`src/rtl/rolling_hash_pattern_match_unit_assert.svh`:
```
// assertion macros for the rolling hash pattern match unit
`ifndef ROLLING_HASH_PATTERN_MATCH_UNIT_ASSERT_SVH
`define ROLLING_HASH_PATTERN_MATCH_UNIT_ASSERT_SVH

// same-cycle implication, checked outside reset
`define RHPM_ASSERT_NOW(label, ante, cons) \
	label: assert property (@(posedge clk) disable iff (!arst_n) (ante) |-> (cons)) \
		else $error("rhpm check failed: same-cycle implication");

// next-cycle implication, checked outside reset
`define RHPM_ASSERT_NEXT(label, ante, cons) \
	label: assert property (@(posedge clk) disable iff (!arst_n) (ante) |=> (cons)) \
		else $error("rhpm check failed: next-cycle implication");

`endif

```
`src/rtl/rhpm_pkg.sv`:
```
// shared types, constants and helpers of the rolling hash pattern match unit
package rhpm_pkg;

	localparam int LEN_W     = 5;
	localparam int CNT_W     = 4;
	localparam int CFG_IDX_W = 2;
	localparam int CFG_W     = 64;

	typedef enum logic [CFG_IDX_W-1:0] {
		REG_LENGTH   = 2'd0,
		REG_CHARS_LO = 2'd1,
		REG_CHARS_HI = 2'd2
	} cfg_reg_t;

	// match run handed from the window to the output sequencer
	typedef struct packed {
		logic             hit;
		logic [CNT_W-1:0] len_m1;
	} run_req_t;

	// byte value mod 3: 4^k is 1 mod 3, so sum the base-4 digits first
	function automatic logic [1:0] mod3_byte(input logic [7:0] b);
		logic [3:0] s;
		logic [1:0] m;
		s = 4'(b[1:0]) + 4'(b[3:2]) + 4'(b[5:4]) + 4'(b[7:6]);
		case (s) inside
			4'd0, 4'd3, 4'd6, 4'd9, 4'd12: m = 2'd0;
			4'd1, 4'd4, 4'd7, 4'd10:       m = 2'd1;
			default:                       m = 2'd2;
		endcase
		return m;
	endfunction

	function automatic logic [LEN_W-1:0] clamp_len(input logic [LEN_W-1:0] v,
		input logic [LEN_W-1:0] max_len);
		logic [LEN_W-1:0] c;
		if (v == '0) begin
			c = LEN_W'(1);
		end else if (v > max_len) begin
			c = max_len;
		end else begin
			c = v;
		end
		return c;
	endfunction

endpackage

```
`src/rtl/rhpm_window.sv`:
```
// residue window, target residues, position count and match detection
module rhpm_window import rhpm_pkg::*; #(
	parameter int MAX_PATTERN   = 16,
	parameter int POSITION_BITS = 32
) (
	input  logic                     clk,
	input  logic                     arst_n,
	input  logic                     step,
	input  logic [7:0]               text_byte,
	input  logic                     first_of_text,
	input  logic [LEN_W-1:0]         pattern_length,
	input  logic [CFG_W-1:0]         pattern_chars_low,
	input  logic [CFG_W-1:0]         pattern_chars_high,
	output run_req_t                 req,
	output logic [POSITION_BITS-1:0] start_pos
);

	localparam logic [LEN_W-1:0] MaxLen = LEN_W'(MAX_PATTERN);

	logic [1:0]               win_q [MAX_PATTERN];
	logic [1:0]               tgt_q [MAX_PATTERN];
	logic [1:0]               win_d [MAX_PATTERN];
	logic [1:0]               tgt_d [MAX_PATTERN];
	logic [1:0]               base_w [MAX_PATTERN];
	logic [MAX_PATTERN-1:0]   eq;
	logic [LEN_W-1:0]         len_q, fill_q, base_len, base_fill, fill_d;
	logic [POSITION_BITS-1:0] pos_q, base_pos, pos_d;
	logic [1:0]               res;
	logic                     full;

	always_comb begin
		res       = mod3_byte(text_byte);
		base_len  = first_of_text ? clamp_len(pattern_length, MaxLen) : len_q;
		base_fill = first_of_text ? '0 : fill_q;
		base_pos  = first_of_text ? '0 : pos_q;
		pos_d     = base_pos + POSITION_BITS'(1);
		full      = base_fill >= base_len;
		fill_d    = full ? base_fill : base_fill + LEN_W'(1);
	end

	for (genvar i = 0; i < MAX_PATTERN; i++) begin : g_slot
		logic [1:0] up;
		logic [7:0] pat_byte;

		assign base_w[i] = first_of_text ? 2'd0 : win_q[i];

		if (i < MAX_PATTERN - 1) begin : g_up
			assign up = base_w[i+1];
		end else begin : g_top
			assign up = 2'd0;
		end

		if (i < 8) begin : g_lo
			assign pat_byte = pattern_chars_low[8*i +: 8];
		end else begin : g_hi
			assign pat_byte = pattern_chars_high[8*(i-8) +: 8];
		end

		always_comb begin
			win_d[i] = base_w[i];
			if (!full) begin
				if (base_fill == LEN_W'(i)) begin
					win_d[i] = res;
				end
			end else if (base_len == LEN_W'(i + 1)) begin
				win_d[i] = res;
			end else if (LEN_W'(i + 1) < base_len) begin
				// window slides toward the oldest slot
				win_d[i] = up;
			end
			if (first_of_text) begin
				tgt_d[i] = (LEN_W'(i) < base_len) ? mod3_byte(pat_byte) : 2'd0;
			end else begin
				tgt_d[i] = tgt_q[i];
			end
			eq[i] = win_d[i] == tgt_d[i];
		end
	end

	// base-3 digits are unique, so hash equality is digit-wise equality
	assign req.hit    = (fill_d == base_len) && (&eq);
	assign req.len_m1 = CNT_W'(base_len - LEN_W'(1));
	assign start_pos  = pos_d - POSITION_BITS'(base_len) + POSITION_BITS'(1);

	always_ff @(posedge clk or negedge arst_n) begin
		if (!arst_n) begin
			for (int i = 0; i < MAX_PATTERN; i++) begin
				win_q[i] <= 2'd0;
				tgt_q[i] <= 2'd0;
			end
			len_q  <= LEN_W'(1);
			fill_q <= '0;
			pos_q  <= '0;
		end else if (step) begin
			for (int i = 0; i < MAX_PATTERN; i++) begin
				win_q[i] <= win_d[i];
				tgt_q[i] <= tgt_d[i];
			end
			len_q  <= base_len;
			fill_q <= fill_d;
			pos_q  <= pos_d;
		end
	end

endmodule

```
`src/rtl/rhpm_emitter.sv`:
```
// output register that plays out the positions of one matching window
module rhpm_emitter import rhpm_pkg::*; #(
	parameter int POSITION_BITS = 32
) (
	input  logic                     clk,
	input  logic                     arst_n,
	input  logic                     load,
	input  run_req_t                 req,
	input  logic [POSITION_BITS-1:0] start_pos,
	output logic                     free,
	output logic                     out_valid,
	input  logic                     out_ready,
	output logic [31:0]              match_position,
	output logic                     last_of_run
);

	logic                     busy_q;
	logic [CNT_W-1:0]         cnt_q;
	logic [POSITION_BITS-1:0] pos_q;

	assign last_of_run    = cnt_q == '0;
	assign free           = !busy_q || (out_ready && last_of_run);
	assign out_valid      = busy_q;
	assign match_position = 32'(pos_q);

	always_ff @(posedge clk or negedge arst_n) begin
		if (!arst_n) begin
			busy_q <= 1'b0;
			cnt_q  <= '0;
		end else if (load && req.hit) begin
			busy_q <= 1'b1;
			cnt_q  <= req.len_m1;
		end else if (busy_q && out_ready) begin
			if (last_of_run) begin
				busy_q <= 1'b0;
			end else begin
				cnt_q <= cnt_q - CNT_W'(1);
			end
		end
	end

	always_ff @(posedge clk) begin
		if (load && req.hit) begin
			pos_q <= start_pos;
		end else if (busy_q && out_ready) begin
			pos_q <= pos_q + POSITION_BITS'(1);
		end
	end

endmodule

```
`src/rtl/rolling_hash_pattern_match_unit.sv`:
```
// Rolling hash pattern matcher (Rabin-Karp on byte residues mod 3). Each text byte
// passes an input register and is folded from there into the residue window, so a
// byte can be taken every clock while no match run is playing out. A byte with
// first_of_text restarts the position count at 1, latches the window length and the
// target from the pattern registers. When the full window equals the target, the
// 1-based positions of its N bytes leave the output register one per cycle while
// out_ready is high, oldest first, last one flagged; while such a run plays out the
// input stage holds, and output stalls hold it longer. With the output side idle, a
// matching byte passes the input register, then its first position is loaded into
// the output register and presented. Pattern registers take effect at the next first_of_text byte.
module rolling_hash_pattern_match_unit import rhpm_pkg::*; #(
	parameter int MAX_PATTERN   = 16,
	parameter int POSITION_BITS = 32
) (
	input  logic                 clk,
	input  logic                 arst_n,
	input  logic                 in_valid,
	output logic                 in_ready,
	input  logic [7:0]           text_byte,
	input  logic                 first_of_text,
	output logic                 out_valid,
	input  logic                 out_ready,
	output logic [31:0]          match_position,
	output logic                 last_of_run,
	input  logic                 cfg_valid,
	output logic                 cfg_ready,
	input  logic [CFG_IDX_W-1:0] cfg_index,
	input  logic [CFG_W-1:0]     cfg_data
);

`include "rolling_hash_pattern_match_unit_assert.svh"

	logic [LEN_W-1:0]         pattern_length_q;
	logic [CFG_W-1:0]         chars_lo_q, chars_hi_q;
	logic                     valid_s1, first_s1;
	logic [7:0]               byte_s1;
	logic                     s1_go, emit_free;
	run_req_t                 req;
	logic [POSITION_BITS-1:0] start_pos;
	logic                     out_step;
	logic [31:0]              next_pos;

	assign cfg_ready = 1'b1;

	always_ff @(posedge clk or negedge arst_n) begin
		if (!arst_n) begin
			pattern_length_q <= LEN_W'(1);
			chars_lo_q       <= '0;
			chars_hi_q       <= '0;
		end else if (cfg_valid) begin
			unique case (cfg_reg_t'(cfg_index))
				REG_LENGTH:   pattern_length_q <= cfg_data[LEN_W-1:0];
				REG_CHARS_LO: chars_lo_q       <= cfg_data;
				REG_CHARS_HI: chars_hi_q       <= cfg_data;
				default: ;
			endcase
		end
	end

	// input stage drains when the emitter can take whatever this word produces
	assign s1_go    = valid_s1 && emit_free;
	assign in_ready = !valid_s1 || s1_go;

	always_ff @(posedge clk or negedge arst_n) begin
		if (!arst_n) begin
			valid_s1 <= 1'b0;
		end else if (in_valid && in_ready) begin
			valid_s1 <= 1'b1;
		end else if (s1_go) begin
			valid_s1 <= 1'b0;
		end
	end

	always_ff @(posedge clk) begin
		if (in_valid && in_ready) begin
			byte_s1  <= text_byte;
			first_s1 <= first_of_text;
		end
	end

	rhpm_window #(
		.MAX_PATTERN  (MAX_PATTERN),
		.POSITION_BITS(POSITION_BITS)
	) u_window (
		.clk               (clk),
		.arst_n            (arst_n),
		.step              (s1_go),
		.text_byte         (byte_s1),
		.first_of_text     (first_s1),
		.pattern_length    (pattern_length_q),
		.pattern_chars_low (chars_lo_q),
		.pattern_chars_high(chars_hi_q),
		.req               (req),
		.start_pos         (start_pos)
	);

	rhpm_emitter #(
		.POSITION_BITS(POSITION_BITS)
	) u_emitter (
		.clk           (clk),
		.arst_n        (arst_n),
		.load          (s1_go),
		.req           (req),
		.start_pos     (start_pos),
		.free          (emit_free),
		.out_valid     (out_valid),
		.out_ready     (out_ready),
		.match_position(match_position),
		.last_of_run   (last_of_run)
	);

	assign out_step = out_valid && out_ready && !last_of_run;
	assign next_pos = match_position + 32'd1;

	`RHPM_ASSERT_NOW(a_stall_has_word, !in_ready, valid_s1)
	`RHPM_ASSERT_NOW(a_go_only_when_free, s1_go, !out_valid || (out_ready && last_of_run))
	`RHPM_ASSERT_NEXT(a_hit_starts_run, s1_go && req.hit, out_valid)
	`RHPM_ASSERT_NEXT(a_run_counts_up, out_step, out_valid && (match_position == $past(next_pos)))

endmodule
```
`config.mk`:
```
export PLATFORM = sky130hd
export DESIGN_NAME = rolling_hash_pattern_match_unit
export DESIGN_NICKNAME = d
export VERILOG_FILES = /design/src/rtl/rhpm_pkg.sv /design/src/rtl/rhpm_window.sv /design/src/rtl/rhpm_emitter.sv /design/src/rtl/rolling_hash_pattern_match_unit.sv
export VERILOG_INCLUDE_DIRS = /design/src /design/src/rtl
export SDC_FILE = /design/constraint.sdc
export NUM_CORES = 1
export LEC_CHECK = 0
export BUFFER_PORTS_ARGS = -buffer_cell sky130_fd_sc_hd__buf_2
export CAP_MARGIN = 10
export CELL_PAD_IN_SITES_DETAIL_PLACEMENT = 1
export CELL_PAD_IN_SITES_GLOBAL_PLACEMENT = 1
export CORE_MARGIN = 2
export CORE_UTILIZATION = 45
export CTS_CLUSTER_DIAMETER = 120
export DETAILED_ROUTE_END_ITERATION = 6
export HOLD_SLACK_MARGIN = 0.06
export PLACE_DENSITY = 0.83
export SETUP_SLACK_MARGIN = 0.02
export SYNTH_ARGS = -nofsm -noshare
export SYNTH_HDL_FRONTEND = slang
export SYNTH_HIERARCHICAL = 1
export SYNTH_SLANG_ARGS = --single-unit
export TNS_END_PERCENT = 10
```
`constraint.sdc`:
```
create_clock -name clk -period 5.6 [get_ports clk]
set_input_delay 0.56 -clock clk [delete_from_list [all_inputs] [get_ports clk]]
set_output_delay 0.56 -clock clk [all_outputs]
set_load 0.01 [all_outputs]
```
Word level (Yosys, flattened, before mapping)
Index checks and enable logic that the tools add are counted.
Widths: inputs -> output; s select.
{"block": "totals", "reg_bits": 286, "wordCells": 544}
{"block": "op_classes", "add_sub_neg": 58, "magnitude_cmp": 19, "n_eq_ne": 187, "mux": 162, "reduce_logical": 74}
{"cell": "$mux 2", "count": 146}
{"cell": "$eq 4x3->1 const B", "count": 51}
{"cell": "$eq 4x4->1 const B", "count": 51}
{"cell": "$add 4x2->4", "count": 34}
{"cell": "$add 32x1->32 const B", "count": 3}
{"cell": "$mux 32", "count": 3}
{"cell": "$reduce_or 5->1", "count": 17}
{"cell": "$eq 5x4->1 const B", "count": 16}
{"cell": "$logic_not 4->1", "count": 18}
{"cell": "$eq 4x1->1 const B", "count": 17}
{"cell": "$eq 4x2->1 const B", "count": 17}
{"cell": "$reduce_or 4->1", "count": 17}
{"cell": "$add 2x2->3", "count": 17}
{"cell": "$eq 5x3->1 const B", "count": 8}
{"cell": "$lt 4x5->1 const A", "count": 8}
{"cell": "$eq 2x2->1", "count": 16}
{"cell": "$sub 32x5->32", "count": 1}
{"cell": "$mux 5", "count": 5}
{"cell": "$eq 5x2->1 const B", "count": 4}
{"cell": "$lt 3x5->1 const A", "count": 4}
{"cell": "$reduce_and 16->1", "count": 1}
{"cell": "$mux 4", "count": 3}
{"cell": "$eq 5x1->1 const B", "count": 2}
{"cell": "$logic_not 5->1", "count": 2}
{"cell": "other kinds (19)", "count": 39}

Longest topological paths before layout
{"block": "logic_depth", "word_depth": 15, "mapped_depth": 29}

Hierarchy
Netlist, hierarchy kept.
{"mod": "rhpm_window", "instances": 1, "cells_per_inst": 1642, "area_each_um2": 13474.2, "seq_area_each_um2": 2653.8}
{"mod": "rolling_hash_pattern_match_unit", "instances": 1, "cells_per_inst": 299, "area_each_um2": 5786.8, "seq_area_each_um2": 3624.7}
{"mod": "rhpm_emitter", "instances": 1, "cells_per_inst": 225, "area_each_um2": 2208.4, "seq_area_each_um2": 1086.0}

Worst setup path after synthesis
Ideal clock, no wire load.
{"block": "synth_timing", "kind": "register to register", "start": "register byte_s1[1]", "end": "register u_emitter.pos_q[0], in the netlist u_emitter/match_position[0], enable pin", "setup_ns": 0.389, "arrival_ns": 5.269, "required_ns": 5.211, "setup_slack_ns": -0.058, "path_stages_with_launch": 19, "cell_sequence": "edfxtp_1 inv_1 fa_1 inv_1 fa_1 ha_1 fa_1 mux2_2 a221oi_1 clkbuf_1 nor3_1 a211oi_1 xnor2_1 nand4_1 nor4_1 and4_1 nand2_1 clkbuf_1 nand2_1"}
{"item": "start: declaration", "line_no": "rolling_hash_pattern_match_unit.sv:36", "rtl": "logic [7:0] byte_s1;"}
{"item": "start signal: assignment", "line_no": "rolling_hash_pattern_match_unit.sv:76", "rtl": "byte_s1 <= text_byte;"}
{"item": "end signal: assignment", "line_no": "rhpm_emitter.sv:44", "rtl": "pos_q <= start_pos;"}
{"item": "end signal: assignment", "line_no": "rhpm_emitter.sv:46", "rtl": "pos_q <= pos_q + POSITION_BITS'(1);"}
{"item": "end: declaration", "line_no": "rhpm_emitter.sv:19", "rtl": "logic [POSITION_BITS-1:0] pos_q;"}

==> impl_summary.md <==
Setup path
STA classifies the critical path startpoint as a flip-flop. The data arrival at the endpoint of the critical path is 5.70 ns. For the worst setup path, the data required time is 5.90 ns. The kind of critical path is flip-flop to flip-flop. In this design, the stage delay of the slowest critical-path cell is 0.77 ns. The peak fanout along the critical path is 15. The cell count of the worst reg-to-reg path is 19. The worst flop-to-flop path startpoint is chars_lo_q[1]. The signal on the critical path passes through inv_1, fa_1, inv_1, fa_1, ha_1, inv_1, fa_1, nor2b_1, a22oi_1, a31oi_1, o211ai_1, o22ai_1, nand4_1, nor4_2, and4_4, nand2_8, clkbuf_16, nor2_1, a21oi_1. For flop-to-flop paths, the worst setup slack is 0.20 ns. The cell with the biggest individual delay on the critical path is sky130_fd_sc_hd__a31oi_1. The worst setup path is captured at a flip-flop. The endpoint identified for the worst register-to-register timing path is u_emitter/match_position[19].

Timing
Dividing the final minimum period by the clock period gives 96.4%. For this run, the top clock speed supported by timing is 185 MHz. The max-slew violation count is 0. Setup violations remaining at the end of the flow were counted as 0. The count of endpoints failing hold in the final timing report is 0. Across all setup checks in the final design, the least slack found is 0.200 ns. Setup repair after global routing left no endpoint under its margin. The pin slew with the least headroom to its limit is about 1 ns. Adding up every negative setup slack in the final design gives 0 ns.

The clock arrives with 0.0212 ns of skew. The time the final worst path needs with I/O delays and setup is ~5.4 ns. Headroom to the max-slew limit came out at 32.9%.

Place
Prior to clock tree synthesis, the placed netlist has a worst setup slack of -0.308 ns. The routability-driven placement congestion ratio is about 0.96. The wire-length estimate of the detail-placed layout is 46,500 microns. Once placement finished, the instance area stood at 22,800 sq um. The count of buffers inserted at the top-level ports is ~110.

Yosys
Sequential cells were found to cover between 30% and 40% of the synthesized design area. The total of warnings raised by yosys is 6. In the synthesized netlist the dominant register cell turns out to be sky130_fd_sc_hd__dfrtp_1. The mean post-synth cell area is 9.91 sq um. The synthesized netlist devotes 5.47% of its cell area to XOR and XNOR gates.

Synthesis produced a netlist whose cell count is 2,166. The share of synthesized registers carrying an async set or reset is 85.7%. Measured against the total synthesized area, the mux share comes to roughly 14%. The synthesized netlist devotes 14.2% of its cell area to compound gates. Synthesis instantiated 101 different standard cells from the library. Yosys mapped a number of flops with a built-in enable equal to 41. The register bit total from synthesis is 286.

The dominant combinational cell family by area after synthesis is simple AND/OR/NAND/NOR gates. Counting every net in the synthesized netlist gives ~2,400. The adder and majority cell fraction of the synthesized area is 11.4%. Of the total synthesized cell area, the portion taken by AND, OR, NAND and NOR gates is ~15%. The synthesized cell area is 21,500 sq um.

Pwr
Net switching is 42.0% of the power. The internal power is 6790 uW. In this run, the combinational gates consume a little over half of the power.

Summed over all cells, the static leakage comes to 0.0109 uW. IR analysis of the VDD net gives a maximum drop of 0.240 mV. Sequential cells account for between 20% and 30% of the total power. The total design power is about 12,000 uW. The power density relative to cell area is ~480 nW/um^2. The clock share of power is 21.4%. The power spent charging and discharging nets is 4920 uW.

Finish
The post-route cell area is 24,400 sq um. The area overhead of the layout relative to synthesis is 13.6%. The fraction of final layout cells with drive strength greater than 1 is between 20 and 25%. The number of fill cells is 5,255.

The net count of the finished layout is 2,522. The antenna diode instance count is 0.

CTS
The clock transition at the register clock pins on the worst setup and hold paths after CTS is 0.05 ns. The total number of H-tree levels is 2. The number of buffers inserted by hold repair at cts is 0. The number of clock buffers added by TritonCTS is 36.

Clock tree synthesis found a total of 286 sinks. The number of buffers on the longest clock path is 3. The clock tree from TritonCTS is yes. The buffer type at the clock tree root is sky130_fd_sc_hd__clkbuf_16.

For the worst-skew pair, the clock arrives at the later sink with an insertion delay of 0.56 ns.

Global routing
The initial antenna violation count is 0. The via count of the first global-routing pass was 18,964. For this run the aggregate overflow at the end of global routing stands at 0.

The first global-routing pass estimated 104,000 microns of wire. Entering global routing, the biggest net connects 124 pins. The aggregate global-route resource usage is a little over a quarter.

Status
The run finished with clean final reports.

Detailed routing
Once detail routing completed, the nets flagged for antenna violations numbered 0. The via count normalized by instance count is between 5 and 6. For this block, the initial DRC count from the detailed router was 951. The wire length per cell is 22.0 microns. The first detailed-routing pass took 5 iterations.

In the routed design, unresolved DRC markers number 0. After detailed routing, the total wire length is between 60,000 and 70,000 microns. Detailed routing inserted a total of 17,271 vias.

Floorplanning
The height of the die is 222 microns. The die covers 49,500 sq um. The number of I/O pins is 116. The horizontal extent of the die is between 200 and 250 microns.

The floorplan has 80 rows. The area of the core is about 47,000 sq um. The initial utilization of the core area, before any placement, comes to 45.3%.

Min path
The worst min-delay path category is primary input to async pin.

Flow run
The number of maximum-capacitance constraint violations is 0.
==> per-stage QoR <==
| stage | hold WS (ns) | util [%] | cells |
|---|---|---|---|
| after floorplan | 0.264 | - | 2166 |
| after global placement | 0.465 | 48.1 | 2857 |
| after detailed placement | 0.485 | 48.1 | 2857 |
| after CTS | 0.141 | 51.1 | 2926 |
| after global routing | 0.166 | 51.4 | 2930 |
| final | 0.0785 | 51.4 | 2930 |
==> logic make-up after synthesis <==
group | Yosys count
AO/OA/AOI/OAI | 470
AND/OR/NAND/NOR | 614
multiplexers | 229
flip-flops | 286
other | 1
adder cells (fa/ha/maj) | 155
buffers and inverters | 277
XOR/XNOR | 134
==> cells in the mapped netlist (11+ instances only) <==
cell	number	area (sq um)
sky130_fd_sc_hd__fa_1	69	1380
sky130_fd_sc_hd__nand3_1	42	210
sky130_fd_sc_hd__xnor2_1	85	744
sky130_fd_sc_hd__o21ai_0	78	390
sky130_fd_sc_hd__xor2_1	49	429
sky130_fd_sc_hd__nand4_1	30	188
sky130_fd_sc_hd__a22oi_1	11	82.6
sky130_fd_sc_hd__a31oi_1	34	213
sky130_fd_sc_hd__dfrtp_1	243	6080
sky130_fd_sc_hd__nor2_1	182	683
sky130_fd_sc_hd__a211oi_1	15	113
sky130_fd_sc_hd__mux2_2	69	777
sky130_fd_sc_hd__inv_1	177	664
sky130_fd_sc_hd__and2_1	21	131
sky130_fd_sc_hd__clkbuf_1	51	191
sky130_fd_sc_hd__a21o_1	24	180
sky130_fd_sc_hd__nor3_1	36	180
sky130_fd_sc_hd__and3_1	24	150
sky130_fd_sc_hd__nor2b_1	43	269
sky130_fd_sc_hd__a21oi_1	174	871
sky130_fd_sc_hd__buf_6	15	169
sky130_fd_sc_hd__edfxtp_1	41	1230
sky130_fd_sc_hd__buf_2	17	85.1
sky130_fd_sc_hd__nand2b_1	32	200
sky130_fd_sc_hd__mux2_4	120	1800
sky130_fd_sc_hd__ha_1	86	1080
sky130_fd_sc_hd__nand2_1	108	405
sky130_fd_sc_hd__mux2i_1	40	400
sky130_fd_sc_hd__o21a_1	12	90.1
sky130_fd_sc_hd__o211ai_1	11	82.6
==> worst max-delay path by stage <==
stage / depth (start not counted) / to / from
floorplan: 18 / u_emitter/match_position[0] / byte_s1[1]
global route: 21 / u_emitter/match_position[12] / byte_s1[1]
global placement: 19 / u_emitter/match_position[29] / byte_s1[1]
finish: 19 / u_emitter/match_position[19] / chars_lo_q[1]
detailed placement: 19 / u_emitter/match_position[15] / chars_hi_q[9]
CTS: 18 / u_emitter/match_position[9] / byte_s1[1]
==> critical path: cells and delay by family, from the launching register on <==
kind            cells  cell delay, ns
buf+inv             4            0.40
flops               1            0.34
simple gates        6            1.20
compound gates      5            1.41
fa+ha+maj           4            1.78
==> placed cells by master, fill, tap and decap left out, drive strengths merged, types with 53 or more instances in the layout <==
cell    Yosys  layout
dfrtp     243     243
mux2      189     189
nor2      182     182
inv       179     179
buf        46     178
a21oi     177     177
nand2     108     108
ha         86      86
xnor2      85      85
o21ai      79      79
fa         69      69
clkbuf     51      53
==> final cells by class <==
cell class	instances	area [sq um]	area share (%)
well taps	615	769	3.16
repair buffers	180	1220	5.00
clock buffers	51	1110	4.57
multi-input cells	1603	13100	53.6
clock inverters	15	170	0.698
flip-flops and latches	286	7360	30.2
inverters	180	676	2.77
==> what timing repair did <==
item,4_1_cts,5_1_grt
gates resized for setup,9,20
buffers inserted,2,2
pin swaps,1,6
cloned,1,2
endpoints found under the setup margin,69,68
==> flip-flops by register name (all words and copies together), names as in the netlist, 8 cells and up <==
register,cells
chars_hi_q,64
chars_lo_q,64
u_emitter/match_position,32
u_window/pos_q,32
u_window/tgt_q,32
u_window/win_q,32
byte_s1,8
==> metal layers <==
layer,global-route usage (%),wire length [microns]
met1,31.9,26400
met2,46.6,32800
met3,4.15,2800
met4,9.16,2470
met5,0,0
==> power by group through the flow <==
| stage | combinational (uW) | sequential [uW] | clock (uW) |
|---|---|---|---|
| 2_1_floorplan | 4340 | 2760 | 0 |
| 3_3_place_gp | 5650 | 2870 | 0 |
| 3_5_place_dp | 6030 | 2910 | 0 |
| 4_1_cts | 6200 | 2880 | 2570 |
| 5_1_grt | 6910 | 2930 | 2650 |
| 6_report | 6330 | 2880 | 2500 |
No activity file was read; power rests on OpenSTA's default activity.
